$ cat config.mk
export PLATFORM = sky130hd
export DESIGN_NAME = lzss_ctrl
export DESIGN_NICKNAME = d
export VERILOG_FILES = /design/src/rtl/core/lzss_pkg.sv /design/src/rtl/core/lzss_ctrl.sv
export SDC_FILE = /design/constraint.sdc
export NUM_CORES = 1
export LEC_CHECK = 0
export BUFFER_PORTS_ARGS = -buffer_cell sky130_fd_sc_hd__buf_2
export CORE_AREA = 4 4 41 43
export CTS_BUF_LIST = sky130_fd_sc_hd__clkbuf_8
export CTS_CLUSTER_SIZE = 8
export DETAILED_ROUTE_END_ITERATION = 8
export DIE_AREA = 0 0 45 47
export PLACE_DENSITY = 0.42
export SLEW_MARGIN = 20
export SYNTH_ARGS = -nofsm -noshare
export SYNTH_HDL_FRONTEND = slang
export SYNTH_SLANG_ARGS = --single-unit
$ cat constraint.sdc
create_clock -name clk -period 1.6 [get_ports clk]
set_clock_uncertainty 0.1 [all_clocks]
set_input_delay 0.08 -clock clk [delete_from_list [all_inputs] [get_ports clk]]
set_output_delay 0.08 -clock clk [all_outputs]
set_load 0.005 [all_outputs]
$ cat src/rtl/core/lzss_pkg.sv
// Shared types and constants for the LZSS byte decompressor.
package lzss_pkg;

  localparam int DATA_W           = 8;
  localparam int FLAG_W           = 9;
  localparam int DIST_W           = 12;
  localparam int CNT_W            = 6;
  localparam int LEN_BIAS         = 3;
  localparam int WINDOW_DEPTH_DEF = 4096;

  localparam logic [FLAG_W-1:0] FLAG_MARK = FLAG_W'(9'h100);

  localparam logic FMT_NIBBLE = 1'b0;
  localparam logic FMT_FIVE   = 1'b1;

  typedef enum logic [2:0] {
    PH_FLAG   = 3'b001,
    PH_ITEM   = 3'b010,
    PH_SECOND = 3'b100
  } phase_t;

  typedef enum logic [2:0] {
    ST_IDLE = 3'b001,
    ST_RD   = 3'b010,
    ST_WR   = 3'b100
  } ctrl_state_t;

  typedef struct packed {
    logic accept;
    logic rd_issue;
    logic copy_write;
  } lzss_cmd_t;

  typedef struct packed {
    logic out_free;
    logic is_second;
    logic copy_done;
  } lzss_sts_t;

endpackage

$ cat src/rtl/core/lzss_ctrl.sv
// Controller state machine: accepts words and sequences back-reference copies.
module lzss_ctrl import lzss_pkg::*; (
  input  logic      clk,
  input  logic      rst_n,
  input  logic      in_tvalid,
  output logic      in_tready,
  input  lzss_sts_t sts,
  output lzss_cmd_t cmd
);

  ctrl_state_t state_r, state_nxt;

  always_ff @(posedge clk) begin
    if (!rst_n) begin
      state_r <= ST_IDLE;
    end else begin
      state_r <= state_nxt;
    end
  end

  always_comb begin
    state_nxt  = state_r;
    in_tready  = 1'b0;
    cmd        = '0;
    unique case (state_r)
      ST_IDLE: begin
        in_tready  = sts.out_free;
        cmd.accept = in_tvalid && sts.out_free;
        if (cmd.accept && sts.is_second) begin
          state_nxt = ST_RD;
        end
      end
      ST_RD: begin
        cmd.rd_issue = 1'b1;
        state_nxt    = ST_WR;
      end
      ST_WR: begin
        if (sts.out_free) begin
          cmd.copy_write = 1'b1;
          state_nxt      = sts.copy_done ? ST_IDLE : ST_RD;
        end
      end
      default: begin
        state_nxt = ST_IDLE;
      end
    endcase
  end

endmodule

==> impl_summary.md <==
Critical path
Grouping stages by cell kind, the critical path spends the most delay in flip-flops. The worst setup path is launched from a flip-flop. The signal on the critical path passes through inv_1 -> and4_4 -> and2_1 -> buf_2. The startpoint identified for the worst register-to-register timing path is state_r[2]$_SDFFE_PN0P_.

The maximum cell stage delay along the critical path is 0.40 ns. The highest fanout seen on the critical path is 6. STA classifies the critical path endpoint as an output pin. Counting both buffers and inverters, the worst setup path holds a total of 2. The data required time of the critical path is 1.42 ns.

Data on the critical path arrives at its endpoint at 1.14 ns. The endpoint of the most critical setup path is cmd[2]. The worst register-to-register path ends at state_r[0]$_SDFFE_PN1P_. In this run the worst setup path begins at state_r[2]$_SDFFE_PN0P_. The number of cells on the worst reg-to-reg path is 3. The logic depth of the worst path, buffers included is 4. On the critical path, the stage with the largest delay is an instance of dfxtp_1.

The startpoint-to-endpoint class of the critical path is flip-flop to output pin. The setup slack of the most critical reg-to-reg path is 0.54 ns.

Cells and area
Compared with the post-synthesis result, the final layout area differs by 66.90%. Once layout is complete, the utilization of the core stands at 0.2279. The flip-flop count of the largest register, all copies and words added is 3.

The layout cell share with drive strength beyond 1 is 0.4286. The most flop-heavy register is state_r. The repair_antennas step left the layout with diodes totalling 0. The final cell count without fillers is 50.

The number of nets in the layout is 42. The largest registers in the layout are state_r x3. The filler cells instantiated in the layout total 155.

Die
The vertical die dimension is 47 µm. The floorplan die width is 45 µm. The area of the placeable core is 1301 µm².

The initial utilization of the core area, before any placement, comes to 0.1365. Pin placement for this block handled 10 I/O pins. The die covers 2115 µm². The row count is 13.

Power
The reported leakage power is 0.1313 nW. The power density of the placed cells is 1076 nW/µm². The worst-case IR drop observed on VDD is 0.5736 mV. Overall power consumption after layout is estimated at 319.2 µW.

Logic synthesis
Yosys printed 0 warnings. Of the synthesized area, sequential elements account for 0.3380. The net count after synthesis is 27. The post-synthesis cell type count is 16. The count of mapped cells out of synthesis is 21. Counting flops and latches in the post-synthesis netlist gives 3. The average instance area after synthesis is 8.460 µm². After synthesis the cells add up to 177.7 µm².

Min path
The launch instance of the worst min-delay path is sts[2]. The classification of the worst-slack hold path is input port to flip-flop.

Timing
The number of hold violations in the final report is 0. The total count of max-transition violations in the final report is 0. The minimum period implied by the final worst setup slack is 1.315 ns. Final hold analysis gives a worst-case slack of 0.1161 ns. The max-slew headroom at the worst pin is 0.8613.

Derived from the worst setup path, the maximum achievable clock frequency is 760.2 MHz. Setup repair after global routing left no endpoint under its margin. Summed over all failing endpoints, the final setup total negative slack is 0 ns.

The transition at the pin with the smallest max-transition slack is 0.2064 ns. Setup violations remaining at the end of the flow were counted as 0. Dividing the final minimum period by the clock period gives 0.8222.

Clock tree
Counting the buffers created by CTS gives 3. The total of cells resized after clock tree synthesis is 0. The number of buffers between clock root and the deepest sink is 2. The H-tree level count is 1. The tree built by TritonCTS fans out to 3 sinks. Buffers inserted to repair hold after CTS numbered 1.

The tree is rooted in a clkbuf_8. The clock transition at the register clock pins on the worst setup and hold paths after CTS is 0.03 ns. TritonCTS built the clock tree. The post-CTS repair timing setup buffer count is 0.

The clock latency at the later pin of the worst-skew pair is 0.22 ns.

Flow run
Across the run, the number of max-cap violations was 0.

Global route
The number of antenna violations at the first check in global routing is 0. The global-route usage over all layers is 0.05757. The number of global-route vias before repair came to 179.

The global-route wire length before repair is 752 µm. The largest net degree at the start of global routing is 7. The overall overflow remaining after global route is 0.

Route
For this block, the initial DRC count from the detailed router was 2. The number of routed nets with antenna violations is 0. The first-pass detailed-route iteration total is 4. The via count of the routed design is 209. For this run, design rule violations remaining after detail routing come to 0. Dividing the detail-routed via count by the number of cells gives 4.180. The detailed-route wire length is 514 µm. The post-detailed-route wirelength per cell is 10.28 µm.

Place
The half-perimeter wire length after detailed placement is 382.4 µm. The count of buffers added on input and output ports is 9. The congestion estimate from routability-driven global placement came to 0.6887. The cell count after placement is 45.

Status
The flow ran to the end, and the final reports show no timing, DRC or antenna violations.
[stage by stage]
stage	area [µm²]	setup WS, ns
after floorplan	177.7	0.6282
after global placement	241.5	0.5185
after detailed placement	241.5	0.5050
after CTS	296.5	0.2788
after global routing	296.5	0.2181
final	296.5	0.2845
[logic make-up (layout without fill, tap and decap cells)]
group / Yosys count / count (layout) / share of synthesized area
DFF: 3 / 3 / 0.3380
and+or+nand+nor: 11 / 11 / 0.4648
buffers and inverters: 3 / 17 / 0.06338
AOI/OAI and AO/OA: 4 / 4 / 0.1337
[report_power, final]
group / total, mW / switching, mW / internal, mW
Sequential: 0.0797 / 0.00256 / 0.0772
Combinational: 0.0265 / 0.0107 / 0.0158
Clock: 0.213 / 0.0497 / 0.163
Total: 0.319 / 0.0629 / 0.256
[cell usage after synthesis]
| library cell | instances | share of area |
|---|---|---|
| o21ai_1 | 1 | 0.028 |
| nand4b_1 | 1 | 0.049 |
| nand2b_1 | 1 | 0.035 |
| inv_1 | 2 | 0.042 |
| a21oi_1 | 1 | 0.028 |
| nor3b_2 | 1 | 0.070 |
| nor3_1 | 2 | 0.056 |
| nand3_1 | 1 | 0.028 |
| o21ai_0 | 1 | 0.028 |
| and4_1 | 1 | 0.049 |
| and4_4 | 1 | 0.063 |
| and2_1 | 2 | 0.070 |
| nor3b_1 | 1 | 0.042 |
| inv_2 | 1 | 0.021 |
| dfxtp_1 | 3 | 0.34 |
| o221ai_1 | 1 | 0.049 |
[area by class of cell]
cell class | instances | area [µm²] | area share
Inverter | 3 | 11.26 | 0.03797
Multi-Input combinational cell | 15 | 106.4 | 0.3587
Sequential cell | 3 | 60.06 | 0.2025
Tap cell | 15 | 18.77 | 0.06329
Timing Repair Buffer | 10 | 55.05 | 0.1857
Clock inverter | 1 | 3.754 | 0.01266
Clock buffer | 3 | 41.29 | 0.1392
[layout by cell type (no fill, tap or decap), drive strengths merged]
cell and count:
dlygate4sd3 1, nand2b 1, nor3 2, a21oi 1
and4 2, o221ai 1, o21ai 2, nand3 1
nand4b 1, buf 9, and2 2, inv 4
nor3b 2, clkbuf 3, dfxtp 3
[worst min path at each step]
stage	endpoint	slack [ns]	depth (start not counted)
finish	state_r[1]$_SDFFE_PN0P_	0.12	2
global route	state_r[1]$_SDFFE_PN0P_	0.14	2
CTS	state_r[1]$_SDFFE_PN0P_	0.12	2
detailed placement	state_r[0]$_SDFFE_PN1P_	0.19	2
global placement	state_r[0]$_SDFFE_PN1P_	0.18	2
floorplan	state_r[0]$_SDFFE_PN1P_	0.05	1
[metal layers]
layer  wire length (µm)  vias to the layer above  track usage  share of wire
met1                233                       90      0.07014           0.45
met2                176                       12      0.05650           0.34
met4                 14                        0      0.07018          0.027
met3                 89                        2      0.03831           0.17
met5                  0                        -            0              0
li1                   -                      105            -              -
Power figures use the tool's default switching activity.
